### config.mk
export PLATFORM = sky130hd
export DESIGN_NAME = srdb_ctrl
export DESIGN_NICKNAME = d
export VERILOG_FILES = /design/src/srdb_pkg.sv /design/src/srdb_ctrl.sv
export SDC_FILE = /design/constraint.sdc
export NUM_CORES = 1
export LEC_CHECK = 0
export ABC_AREA = 1
export BUFFER_PORTS_ARGS = -buffer_cell sky130_fd_sc_hd__buf_2
export CORE_AREA = 3 3 40 42
export CTS_CLUSTER_SIZE = 12
export DETAILED_ROUTE_END_ITERATION = 10
export DIE_AREA = 0 0 43 45
export MAX_ROUTING_LAYER = met4
export PLACE_DENSITY = 0.57
export SYNTH_ARGS = -nofsm -noshare
export SYNTH_HDL_FRONTEND = slang
export SYNTH_SLANG_ARGS = --single-unit
### constraint.sdc
create_clock -name clk -period 1.2 [get_ports clk]
set_clock_uncertainty 0.05 [all_clocks]
set_input_delay 0 -clock clk [delete_from_list [all_inputs] [get_ports clk]]
set_output_delay 0 -clock clk [all_outputs]
set_load 0.05 [all_outputs]
### src/srdb_pkg.sv
// ---------------------------------------------------------------------------
// srdb_pkg
// Shared types and constants for the SRRIP replacement block with
// dead-block prediction.
// ---------------------------------------------------------------------------
package srdb_pkg;

    localparam int unsigned NUM_SETS_DEF        = 2048;
    localparam int unsigned NUM_WAYS_DEF        = 16;
    localparam int unsigned PRED_INDEX_BITS_DEF = 12;
    localparam int unsigned RRPV_BITS_DEF       = 2;

    // predictor index starts above the 64-byte line offset
    localparam int unsigned LINE_SHIFT  = 6;
    localparam int unsigned SIDX_W      = 11;
    localparam int unsigned WAY_W       = 4;
    localparam int unsigned ADDR_W      = 64;
    localparam int unsigned IN_TDATA_W  = 144;
    localparam int unsigned OUT_TDATA_W = 8;

    localparam logic OP_VICTIM = 1'b0;
    localparam logic OP_UPDATE = 1'b1;

    // first member in the top bits, so set_index lands at bit 0 of tdata
    typedef struct packed {
        logic [ADDR_W-1:0] evict_addr;
        logic [ADDR_W-1:0] addr;
        logic              hit;
        logic [WAY_W-1:0]  way;
        logic [SIDX_W-1:0] set_index;
    } item_t;

    typedef struct packed {
        logic clear;     // clearing sweep step
        logic capture;   // latch input word
        logic calc_set;  // reduce set index
        logic issue_rd;  // read row and predictor, predictor write
        logic eval;      // row data back: update write or find max
        logic age;       // aged write-back and result load
    } cmd_t;

    typedef struct packed {
        logic clear_last;
        logic is_victim;
        logic out_full;
    } sts_t;

endpackage

### src/srdb_ctrl.sv
// ---------------------------------------------------------------------------
// srdb_ctrl
// Sequencer: clearing sweep after reset, then one word at a time through
// set reduction, memory read, evaluation and (victim requests) aging.
// ---------------------------------------------------------------------------
module srdb_ctrl (
    input  logic           clk,
    input  logic           rst_n,
    input  logic           s_tvalid,
    output logic           s_tready,
    input  logic           m_tready,
    input  srdb_pkg::sts_t sts,
    output srdb_pkg::cmd_t cmd
);

    typedef enum logic [5:0] {
        ST_CLEAR = 6'b000001,
        ST_IDLE  = 6'b000010,
        ST_SETC  = 6'b000100,
        ST_READ  = 6'b001000,
        ST_EVAL  = 6'b010000,
        ST_AGE   = 6'b100000
    } state_t;

    state_t state_reg;
    state_t state_next;

    always_ff @(posedge clk or negedge rst_n)
    begin
        if (!rst_n)
        begin
            state_reg <= ST_CLEAR;
        end
        else
        begin
            state_reg <= state_next;
        end
    end

    always_comb
    begin
        state_next = state_reg;
        cmd        = '0;
        case (state_reg)
            ST_CLEAR:
            begin
                cmd.clear = 1'b1;
                if (sts.clear_last)
                begin
                    state_next = ST_IDLE;
                end
            end
            ST_IDLE:
            begin
                if (s_tvalid)
                begin
                    cmd.capture = 1'b1;
                    state_next  = ST_SETC;
                end
            end
            ST_SETC:
            begin
                cmd.calc_set = 1'b1;
                state_next   = ST_READ;
            end
            ST_READ:
            begin
                cmd.issue_rd = 1'b1;
                state_next   = ST_EVAL;
            end
            ST_EVAL:
            begin
                cmd.eval   = 1'b1;
                state_next = sts.is_victim ? ST_AGE : ST_IDLE;
            end
            ST_AGE:
            begin
                // hold until the output register can take the result
                if (!sts.out_full || m_tready)
                begin
                    cmd.age    = 1'b1;
                    state_next = ST_IDLE;
                end
            end
            default:
            begin
                state_next = ST_IDLE;
            end
        endcase
    end

    assign s_tready = (state_reg == ST_IDLE);

    a_accept_starts: assert property (@(posedge clk) disable iff (!rst_n)
        (s_tvalid && s_tready) |=> (state_reg == ST_SETC))
        else $error("accepted word did not start processing");

    a_age_waits: assert property (@(posedge clk) disable iff (!rst_n)
        (state_reg == ST_AGE && sts.out_full && !m_tready) |=> (state_reg == ST_AGE))
        else $error("result dropped while output register full");

    a_no_accept_in_clear: assert property (@(posedge clk) disable iff (!rst_n)
        (state_reg == ST_CLEAR) |-> !cmd.capture)
        else $error("word accepted during clearing sweep");

endmodule

# After elaboration in Yosys (flattened, before gate mapping)

Cells that the tools add are included.

Reduce and logical (&&, ||, !) cells: 3
Equal/unequal tests: 9
Multiplexer cells: 13

Operator list:

| operator           | count |
|---|---|
| $pmux 6 s6         | 1 |
| $mux 6             | 4 |
| $mux 1             | 8 |
| $eq 6x1->1 const B | 1 |
| $eq 6x2->1 const B | 1 |
| $eq 6x3->1 const B | 1 |
| $eq 6x4->1 const B | 1 |
| $eq 6x5->1 const B | 1 |
| $eq 6x6->1 const B | 1 |
| $ne 2x2->1 const B | 3 |
| $reduce_and 3->1   | 1 |
| $logic_not 1->1    | 1 |
| $logic_or 1x1->1   | 1 |

Input bits: 7
Word-level logic and storage cells: 26
Flip-flop bits (word level): 6
Output and inout bits: 7

# Depth between registers and ports, before layout

Gate-level depths: netlist (run 1).

Depth after elaboration: 4
Depth in mapped cells: 8
Gate-level depth less buffers: 8

# Worst setup path after synthesis (run 1)

No wires, ideal clock.

Path kind: flip-flop to output port
Start: register state_reg[0]
End: output port cmd[4] (netlist bit)
Path slack: -0.692 ns
Arrival time: 1.842 ns
Stages on the path, launching flop included: 7
Buffers on the path: 0
Required time: 1.150 ns
Path through: dfstp_2 inv_1 nand2_1 nor2_1 nand3_2 nand2_1 nor3_1

RTL lines:

| item                   | line            | text |
|---|---|---|
| start, declared        | srdb_ctrl.sv:25 | `state_t state_reg;` |
| start signal, assigned | srdb_ctrl.sv:36 | `state_reg <= state_next;` |
| end, declared          | srdb_ctrl.sv:13 | `output srdb_pkg::cmd_t cmd` |

==> results.md, run 1 <==
* Status: finished, violations left
* Failing checks: setup timing
* Max cap viols at 0
* Total wire length at 970 um
* CP startpoint: state_reg[0]$_DFFE_PN1P_
* Die X at 43 um
* DIE HEIGHT at 45 um
* Max Slew Vio Count at 0
* DRT Pass-1 Iters at 4
* Count of cell types in the netlist at 18
* Final net count at 93
* Largest net degree at the start of global routing at 7
* Worst path arrival time at 1.43 ns
* Max reg flops at 6
* Final worst slack at -0.279 ns
* Final setup fails at 10
* Top cell type's share of synthesized area at 0.301
* Routed vias/inst at 4.41
* Std-Cell Rows at 13
* Worst setup SP type: flop
* Area of the mapped netlist at 415 um^2
* Grt total ovfl at 0
* Leading area contributor after synthesis: dfrtp_1
* Max Fclk at 0.676 GHz
* Clock Tree Buf Depth at 2
* Final hold violation count at 0
* Mapped Cells at 58
* Initial antenna violation count at 0
* Die area at 0.00194 mm^2
* CP Capture Type: primary output
* Drt wl/cell at 9.70 um
* PortBufs at 13
* Comb pwr share at 0.691
* Top-count cell post-synth: inv_1
* Data required, critical path at 1.15 ns
* Vias in the first global route at 387
* Post-synth EDFFs at 0
* Main synth FF type: dfrtp_1
* Fraction of registers with async set/reset at 1.00
* Yosys reg bits at 6
* Clock sinks at 6
* Root Buffer: clkbuf_4
* First-pass GRT wire length at 1.59 mm
* Placer Congestion at 0.646
* HPWL Detailed at 646 um
* Switching share of total power at 0.487
* Class of the worst hold path: in -> async
* Clk_lat worst skew at 0.25 ns
* Sw power at 839 uW
* DR DRC count at 0
* Multi-input logic area at 251 um^2
* Starting Density at 0.323
* Synth cell count leaders: 16 x inv_1, 10 x nor2_1, 8 x nand2_1
* Initial DRC count at 5
* CTS H-tree depth at 1
* CTS tree: built
* Minimum clock period at 1.48 ns
* Core Region at 0.00128 mm^2
* Leakage power at 0.405 nW
* Seq/Total Area, Yosys at 0.364
* Ranking of synthesized cells by area: dfrtp_1 30%, inv_1 14%, nor2_1 9.0%
* Crit-path max cell delay at 0.55 ns
* Worst-margin pin slew at 0.279 ns
* Vias at 441
* Sequential share of power at 0.189
* Clk pin slew, worst setup/hold paths at 0.05 ns
* Slew headroom at 0.813
* Area growth from synthesis to layout at 73.8%
* RSZ-0062 raised after global routing: yes
* DP Worst Slack at -0.0992 ns
* Syn_area_per_cell at 7.16 um^2
* Worst IR drop on VDD at 1.79 mV
* Syn nets at 65
* GRT Total Usage at 0.119
* Clk pwr share at 0.120
* Crit Reg-Reg Startpoint: state_reg[0]$_DFFE_PN1P_
* Fill cells at 140
* Share of post-route cells with drive strength above 1 at 0.565
* Register area at 151 um^2
* Setup CP Type: reg -> out
* CP max FO at 3
* PD cells at 2390 mW/mm^2
* Top Ports at 14
* Post-route ant nets at 0
* Crit path cell chain: buf_6 > nor2_4 > nand3_4 > nor2_4 > nor3_4 > buf_6
* CTS Buf Count at 3
* Tcrit/Tclk final at 1.23
* Crit path max-delay cell type: dfstp_2
* Warnings, synthesis at 0
* Internal Pwr Total at 885 uW
* WHS at 0.0516 ns
* Final antenna diode count at 0
==> timing repair <==
item | CTS | global route
hold buffers | 2 | 0
endpoints found under the hold margin | 7 | 0
setup endpoints to repair | 8 | 11
gates resized for setup | 20 | 6
pin swaps | 5 | 7
buffers inserted | 6 | 3
==> cell families (layout without fill, tap and decap cells) <==
logic type,count (synthesis),count (layout),synth area share
compound gates,2,2,0.0331
buf+inv,18,45,0.172
flops,6,6,0.364
simple gates,32,32,0.431
==> final timing paths <==
path,end,slack (ns),cells after the start
min,state_reg[2]$_DFFE_PN0P_,0.05,2
min in group clk,state_reg[5]$_DFFE_PN0P_,0.06,4
min reg2reg,state_reg[4]$_DFFE_PN0P_,0.61,3
max reg2reg,state_reg[1]$_DFFE_PN0P_,-0.21,8
max,cmd[4],-0.28,6
max in group asynchronous,state_reg[0]$_DFFE_PN1P_,0.83,2
==> power groups by stage <==
stage / Sequential, mW / Clock (mW) / Combinational (mW)
global route: 0.331 / 0.231 / 1.29
global placement: 0.313 / 0 / 0.826
CTS: 0.314 / 0.211 / 1.03
finish: 0.326 / 0.207 / 1.19
floorplan: 0.305 / 0 / 0.700
detailed placement: 0.313 / 0 / 0.829
==> area by class of cell <==
| type | count | area share |
|---|---|---|
| multi-input cells | 34 | 0.348 |
| well taps | 15 | 0.0260 |
| flip-flops and latches | 6 | 0.210 |
| inverters | 17 | 0.0953 |
| clock buffers | 4 | 0.0364 |
| repair buffers | 24 | 0.284 |
==> layer usage <==
| layer | global-route usage | part of all wire | vias up |
|---|---|---|---|
| met5 | - | 0 | - |
| met4 | 0.0904 | 0.012 | 0 |
| met3 | 0.0239 | 0.053 | 2 |
| met2 | 0.219 | 0.58 | 16 |
| met1 | 0.108 | 0.35 | 200 |
| li1 | - | - | 223 |
==> critical path, delay by kind of cell (launching register included) <==
kind	cells	cell delay, ns
buffers and inverters	2	0.29
DFF	1	0.55
and+or+nand+nor	4	0.34
==> per-stage QoR <==
stage	setup TNS (ns)	cells	instance area, um^2	util	power, mW
global route	-2.42	100	722	0.562	1.85
finish	-1.57	100	722	0.562	1.72
CTS	-1.72	97	667	0.519	1.56
detailed placement	-0.175	85	518	0.403	1.14
global placement	-0.148	85	518	0.403	1.14
floorplan	-0.0595	58	442	-	1.01
==> placed cells by master (no fill, tap or decap) <==
cell           count
and3_1             1
buf_12             1
buf_2              6
buf_4              9
buf_6              6
clkbuf_1           1
clkbuf_4           3
clkinv_4           1
dfrtp_1            5
dfstp_2            1
dlygate4sd3_1      2
inv_1             12
inv_2              4
nand2_1            5
nand2_2            3
nand2_4            1
nand3_1            1
nand3_2            2
nand3_4            2
nand4_1            1
nor2_1             7
nor2_2             2
nor2_4             5
nor3_1             1
nor3_4             1
o21ai_0            1
o21ai_2            1
Note: power is estimated with default switching activity, not from simulation.
==> run 2, diff against run 1 <==
--- a/config.mk
+++ b/config.mk
@@ -7,12 +7,13 @@
 export LEC_CHECK = 0
 export ABC_AREA = 1
 export BUFFER_PORTS_ARGS = -buffer_cell sky130_fd_sc_hd__buf_2
-export CORE_AREA = 3 3 40 42
+export CORE_AREA = 2 2 39 41
 export CTS_CLUSTER_SIZE = 12
 export DETAILED_ROUTE_END_ITERATION = 10
-export DIE_AREA = 0 0 43 45
+export DIE_AREA = 0 0 41 43
 export MAX_ROUTING_LAYER = met4
-export PLACE_DENSITY = 0.57
+export PLACE_DENSITY = 0.55
+export SKIP_LAST_GASP = 1
 export SYNTH_ARGS = -nofsm -noshare
 export SYNTH_HDL_FRONTEND = slang
 export SYNTH_SLANG_ARGS = --single-unit
==> constraint.sdc (replaced) <==
create_clock -name clk -period 1.8 [get_ports clk]
set_clock_uncertainty 0.05 [all_clocks]
set_input_delay 0 -clock clk [delete_from_list [all_inputs] [get_ports clk]]
set_output_delay 0 -clock clk [all_outputs]
set_load 0.05 [all_outputs]
==> run 2 against run 1 <==
  * The run now ends clean
  * Global-route usage is 0.43 points higher
  * Largest cell class unchanged
  * Non-clock buffer count is 7 lower
  * Critical path depth is 1 higher
  * Critical path type unchanged
  * Design area is 22% lower
  * Hold slack worse by 0.037 ns
  * Largest power group unchanged
  * Die area is 8.9% lower
==> results.md, run 2 (same netlist as run 1, synthesis figures left out) <==
* Status: complete, no violations
* Slew headroom at 0.833 (+0.0198)
* Max cap viols at 0 (unchanged)
* CTS Buf Count at 3 (unchanged)
* Clock Tree Buf Depth at 2 (unchanged)
* Internal Pwr Total at 412 uW (-53%)
* Max reg flops at 6 (unchanged)
* Clock sinks at 6 (unchanged)
* Vias in the first global route at 323 (-17%)
* Drt wl/cell at 8.62 um (-11%)
* Area post-placement at 498 um^2 (-3.9%)
* Setup CP Type: reg -> out
* Final hold violation count at 0 (unchanged)
* Worst path arrival time at 1.49 ns (+0.06 ns)
* CTS resizes at 0 (-100%)
* Commonest cells after routing, fill and taps aside: 16 x inv_1, 13 x buf_2, 10 x nor2_1, 8 x nand2_1, 5 x dfrtp_1
* Class of the worst hold path: in -> reg
* Switching share of total power at 0.526 (+0.0394)
* First-pass GRT wire length at 1.33 mm (-16%)
* Clk pwr share at 0.161 (+0.041)
* DIE HEIGHT at 43 um (-4.4%)
* Die X at 41 um (-4.7%)
* Data required, critical path at 1.75 ns (+0.60 ns)
* Reg2Reg Setup Slack at 0.53 ns (+0.74 ns)
* Clk pin slew, worst setup/hold paths at 0.05 ns (about the same)
* Sequential share of power at 0.238 (+0.049)
* GRT Total Usage at 0.124 (+0.00430)
* Share of post-route cells with drive strength above 1 at 0.333 (-0.231)
* Post-route ant nets at 0 (unchanged)
* Routed vias/inst at 4.13 (-6.4%)
* Most common cell after layout, fill and taps aside: inv_1
* Minimum clock period at 1.54 ns
* Max Slew Vio Count at 0 (unchanged)
* DR DRC count at 0 (unchanged)
* Grt total ovfl at 0 (unchanged)
* CP Capture Type: primary output
* Final antenna diode count at 0 (unchanged)
* Worst IR drop on VDD at 1.12 mV (-37%)
* CP max FO at 3 (unchanged)
* RSZ-0062 raised after global routing: no
* PortBufs at 13 (unchanged)
* Crit Reg-Reg Startpoint: state_reg[0]$_DFFE_PN1P_
* Std-Cell Rows at 14 (+1)
* Area growth from synthesis to layout at 35.8%
* Comb pwr share at 0.601 (-0.090)
* Total wire length at 810 um (-16%)
* Final non-filler cell area at 564 um^2 (-22%)
* Top Ports at 14 (unchanged)
* Core Region at 0.00138 mm^2 (+7.7%)
* Tcrit/Tclk final at 0.858
* Leakage power at 0.355 nW (-12%)
* Worst setup SP type: flop
* Setup TNS at 0 ns (+1.57 ns)
* Worst-margin pin slew at 0.252 ns (-0.0269 ns)
* Final net count at 86 (-7.5%)
* CTS H-tree depth at 1 (unchanged)
* Die area at 0.00176 mm^2 (-8.9%)
* Largest net degree at the start of global routing at 7 (unchanged)
* Vias at 388 (-12%)
* PD cells at 1540 mW/mm^2 (-36%)
* Initial antenna violation count at 0 (unchanged)
* Root Buffer: clkbuf_4
* Initial DRC count at 13 (+8)
* Placer Congestion at 0.681 (+5.4%)
* Max Fclk at 0.647 GHz
* HPWL Detailed at 612 um (-5.3%)
* Final setup fails at 0 (-10)
* CP startpoint: state_reg[0]$_DFFE_PN1P_
* DRT Pass-1 Iters at 4 (unchanged)
* CTS tree: built
* Crit path capture: cmd[4]
* Sw power at 457 uW (-46%)
* Starting Density at 0.300 (-0.0231)
* Reg2reg end: state_reg[1]$_DFFE_PN0P_
* Clk_lat worst skew at 0.25 ns (about the same)
* R2r worst-path depth at 7 (-1)
==> run 2: worst min path at each step <==
stage               slack (ns)      from  cells past startpoint                  endpoint
global route              0.06  m_tready                      4  state_reg[5]$_DFFE_PN0P_
global placement         -0.22     rst_n                      1  state_reg[4]$_DFFE_PN0P_
finish                    0.01  m_tready                      4  state_reg[5]$_DFFE_PN0P_
detailed placement       -0.22     rst_n                      1  state_reg[4]$_DFFE_PN0P_
CTS                       0.03  m_tready                      4  state_reg[5]$_DFFE_PN0P_
floorplan                -0.35     rst_n                      0  state_reg[1]$_DFFE_PN0P_
==> run 2: per-stage QoR <==
stage | utilization | setup WS (ns) | instances | total power, mW | hold slack, ns
after floorplan | - | 0.275 | 58 | 0.643 | -0.346
after global placement | 0.360 | 0.521 | 86 | 0.728 | -0.225
after detailed placement | 0.360 | 0.505 | 86 | 0.732 | -0.223
after CTS | 0.408 | 0.241 | 94 | 0.875 | 0.0263
after global routing | 0.408 | 0.151 | 94 | 0.938 | 0.0565
final | 0.408 | 0.255 | 94 | 0.868 | 0.0149
==> run 2: worst max-delay path, stage by stage, from the launching register on <==
cell,delay (ns)
dfstp_2,0.54
inv_1,0.05
nand2_1,0.06
nor2_1,0.06
nand3_2,0.07
nand2_1,0.10
nor3_2,0.10
buf_2,0.27
==> run 2: power by group through the flow <==
stage / Clock, mW / Sequential (mW) / Combinational [mW]
floorplan: 0 / 0.203 / 0.440
global placement: 0 / 0.207 / 0.521
detailed placement: 0 / 0.209 / 0.523
CTS: 0.137 / 0.207 / 0.531
global route: 0.149 / 0.213 / 0.576
finish: 0.140 / 0.207 / 0.522
==> run 2: repair_timing <==
item                                    CTS  global route
endpoints found under the hold margin     9             0
endpoints found under the setup margin    0             0
setup buffers                             0             0
hold buffers                              4             0
==> run 2: area by class of cell <==
class | instances | area [um^2]
multi-input combinational | 34 | 198
fill | 157 | 820
clock buffer | 4 | 26.3
timing repair buffer | 17 | 105
inverter | 17 | 63.8
tap | 16 | 20.0
sequential | 6 | 151
==> run 2: per-layer routing <==
metal	track usage	share of wire	wire (um)	up-vias
met4	0.100	0.012	10	0
li1	-	-	-	211
met1	0.132	0.41	333	162
met3	0.0471	0.053	43	2
met2	0.172	0.52	422	13
met5	-	0	0	-
==> run 3, diff against run 2 <==
--- a/config.mk
+++ b/config.mk
@@ -5,14 +5,13 @@
 export SDC_FILE = /design/constraint.sdc
 export NUM_CORES = 1
 export LEC_CHECK = 0
-export ABC_AREA = 1
 export BUFFER_PORTS_ARGS = -buffer_cell sky130_fd_sc_hd__buf_2
 export CORE_AREA = 2 2 39 41
 export CTS_CLUSTER_SIZE = 12
 export DETAILED_ROUTE_END_ITERATION = 10
 export DIE_AREA = 0 0 41 43
 export MAX_ROUTING_LAYER = met4
-export PLACE_DENSITY = 0.55
+export PLACE_DENSITY = 0.51
 export SKIP_LAST_GASP = 1
 export SYNTH_ARGS = -nofsm -noshare
 export SYNTH_HDL_FRONTEND = slang
==> run 3 against run 2 <==
  * The run now ends with setup timing left
  * Combinational power is 15% higher
  * Non-clock buffer count is 4 higher
  * Via count is 12% lower
  * Hold slack worse by 0.0056 ns
  * Setup slack worse by 0.27 ns
  * Register-to-register slack worse by 0.51 ns
  * Sequential share of layout area is 0.54 points lower
  * First-iteration DRC count is 77% lower
  * Count of clock-buffer cells in the layout stayed put
  * Wire length is 8.1% higher
  * Sequential cell count stayed put
  * Critical path type unchanged
  * Critical endpoint unchanged
==> results.md, run 3 <==
* Post-Layout Cell Count at 72 (-23%)
* Top Ports at 14 (unchanged)
* Syn nets at 40 (-38%)
* PortBufs at 13 (unchanged)
* Crit-path max cell delay at 0.58 ns (+0.04 ns)
* Main synth FF type: dfrtp_1
* PD cells at 1650 mW/mm^2 (+7.0%)
* DIE HEIGHT at 43 um (unchanged)
* Final setup fails at 1 (+1)
* Area of the mapped netlist at 373 um^2 (-10%)
* Clk pin slew, worst setup/hold paths at 0.05 ns (about the same)
* Final worst slack at -0.0108 ns (-0.266 ns)
* Met1 Routed Length at 382 um (+15%)
* Commonest cells after routing, fill and taps aside: 8 x buf_2, 7 x buf_4, 4 x clkbuf_4, 4 x dfrtp_1
* Worst-margin pin slew at 0.252 ns (-0.000811 ns)
* Share of post-route cells with drive strength above 1 at 0.554 (+0.220)
* Die X at 41 um (unchanged)
* Count of cell types in the netlist at 23 (+5)
* Failing checks: setup timing
* Drt wl/cell at 12.2 um (+41%)
* Starting Density at 0.269 (-0.0307)
* Reg2Reg Setup Slack at 0.02 ns (-0.51 ns)
* Post-synth EDFFs at 0 (unchanged)
* Class of the worst hold path: in -> reg
* Crit Reg-Reg Startpoint: state_reg[2]$_DFFE_PN0P_
* Final net count at 64 (-26%)
* Uppermost layer routed: met4
* DR DRC count at 0 (unchanged)
* Routed vias/inst at 4.74 (+15%)
* Max reg flops at 6 (unchanged)
* Crit path max-delay cell type: or4_4
* Yosys reg bits at 6 (unchanged)
* Mapped Cells at 33 (-43%)
* Placer Congestion at 0.684 (+0.48%)
* CP Capture Type: primary output
* Top cell type's share of synthesized area at 0.336 (+0.0344)
* CTS Buf Count at 3 (unchanged)
* Leading area contributor after synthesis: dfrtp_1
* Tcrit/Tclk final at 1.01 (+0.148)
* Status: finished, violations left
* Minimum clock period at 1.81 ns (+0.266 ns)
* Leakage power at 0.279 nW (-21%)
* Clock sinks at 6 (unchanged)
* Root Buffer: clkbuf_4
* First-pass GRT wire length at 1.31 mm (-1.5%)
* DRT Pass-1 Iters at 4 (unchanged)
* RSZ-0062 raised after global routing: yes
* Reg2reg end: state_reg[1]$_DFFE_PN0P_
* Setup CP Type: reg -> out
* Synth cell count leaders: 5 x dfrtp_1, 4 x nor3b_1, 2 x and2_2, 2 x and3b_1, 2 x nand4b_1
* Die area at 0.00176 mm^2 (unchanged)
* Slew headroom at 0.832 (about the same)
* Core Region at 0.00138 mm^2 (unchanged)
* CTS H-tree depth at 1 (unchanged)
* Data required, critical path at 1.75 ns (about the same)
* Worst path arrival time at 1.76 ns (+0.27 ns)
* Met3 wire len at 46 um (+7.0%)
* R2r worst-path depth at 5 (-2)
* Fill cells at 149 (-5.1%)
* Fraction of registers with async set/reset at 1.00 (unchanged)
* CP max FO at 3 (unchanged)
* Initial DRC count at 3 (-10)
* Top-count cell post-synth: dfrtp_1
* Hold_sp: sts[1]
* Max Slew Vio Count at 0 (unchanged)
* Seq/Total Area, Yosys at 0.406 (+0.0416)
* Final antenna diode count at 0 (unchanged)
* Max cap viols at 0 (unchanged)
* Crit path cell chain: or4_4 > nor3b_4 > and2_4 > buf_6
* Placed cells at 63 (-27%)
* Worst IR drop on VDD at 0.690 mV (-38%)
* Vias in the first global route at 316 (-2.2%)
* Worst Hold End: state_reg[5]$_DFFE_PN0P_
* Final hold violation count at 0 (unchanged)
* Largest net degree at the start of global routing at 8 (+1)
* Grt total ovfl at 0 (unchanged)
* Syn_area_per_cell at 11.3 um^2 (+58%)
* Ranking of synthesized cells by area: dfrtp_1 34%, nor3b_1 8.1%, dfstp_2 7.0%
* GRT Total Usage at 0.122 (-0.00142)
* Worst setup SP type: flop
* CTS tree: built
* Initial antenna violation count at 0 (unchanged)
* WHS at 0.00928 ns (-0.00558 ns)
* Warnings, synthesis at 0 (unchanged)
* Setup TNS at -0.0108 ns (-0.0108 ns)
* Clk_lat worst skew at 0.26 ns (about the same)
* Worst Hold Depth at 3 (-1)
* Total wire length at 876 um (+8.1%)
* Std-Cell Rows at 14 (unchanged)
* Total Power at 956 uW (+10%)
* Most common cell after layout, fill and taps aside: buf_2
* Vias at 341 (-12%)
* Max Fclk at 0.552 GHz (-15%)
* Clock Tree Buf Depth at 2 (unchanged)
* HPWL Detailed at 573 um (-6.4%)
* Post-route ant nets at 0 (unchanged)
* Met2 WL post-DR at 424 um (+0.47%)
* Area growth from synthesis to layout at 55.7%
## run 3: changes by cell type after synthesis, moves of 2 or more
cell      delta
inv_1       -15
nor3b_1      +4
nand2_1      -7
nand4b_1     +2
nor2_1      -10
and2_2       +2
nand3_1      -3
nor2_4       -3
and3b_1      +2
## run 3: what timing repair did
item                                    in CTS  in global routing
hold endpoints to repair                     8                  0
buffers inserted                             1                  1
endpoints found under the setup margin       5                  4
hold buffers                                 3                  0
gates resized for setup                      5                  6
## run 3: cell type report
cell class	instances	area, um^2	share of cell area
sequential	6	153	0.263
clock buffer	4	26.3	0.0453
timing repair buffer	21	156	0.269
inverter	1	3.75	0.00647
multi-input combinational	24	221	0.381
tap	16	20.0	0.0345
## run 3: cells by family after synthesis
group / Yosys count / share of synthesized area
xor+xnor: 1 / 0.0235
buf+inv: 3 / 0.0604
compound gates: 3 / 0.0570
simple gates: 20 / 0.453
flops: 6 / 0.406
## run 3: power breakdown
| part | switching [mW] | leakage, nW | internal [mW] | total (mW) |
|---|---|---|---|---|
| Combinational | 0.303 | 0.190 | 0.297 | 0.600 |
| Sequential | 0.0463 | 0.0746 | 0.168 | 0.214 |
| Clock | 0.0572 | 0.0150 | 0.0845 | 0.142 |
## run 3: worst max-delay path: cells and delay by family, from the launching register on
| family | cells | cell delay, ns |
|---|---|---|
| flops | 1 | 0.40 |
| buf+inv | 1 | 0.15 |
| simple gates | 3 | 0.97 |
## run 3: layer usage
layer | vias up | global-route usage
met1 | 156 | 0.134
met4 | 0 | 0.100
li1 | 169 | -
met5 | - | -
met3 | 4 | 0.0471
met2 | 12 | 0.166
## run 3: how the worst max path moves through the flow
stage / startpoint / end / cells after the start
floorplan: state_reg[3]$_DFFE_PN0P_ / state_reg[1]$_DFFE_PN0P_ / 5
global placement: state_reg[5]$_DFFE_PN0P_ / state_reg[1]$_DFFE_PN0P_ / 4
detailed placement: state_reg[5]$_DFFE_PN0P_ / state_reg[1]$_DFFE_PN0P_ / 4
CTS: state_reg[2]$_DFFE_PN0P_ / cmd[4] / 4
global route: state_reg[2]$_DFFE_PN0P_ / cmd[4] / 4
finish: state_reg[2]$_DFFE_PN0P_ / cmd[4] / 4
## run 3: stage by stage
stage / setup WS, ns / area [um^2] / util
after floorplan: -0.269 / 392 / -
after global placement: 0.100 / 480 / 0.347
after detailed placement: 0.0965 / 480 / 0.347
after CTS: -0.0289 / 559 / 0.404
after global routing: -0.0801 / 581 / 0.420
final: -0.0108 / 581 / 0.420
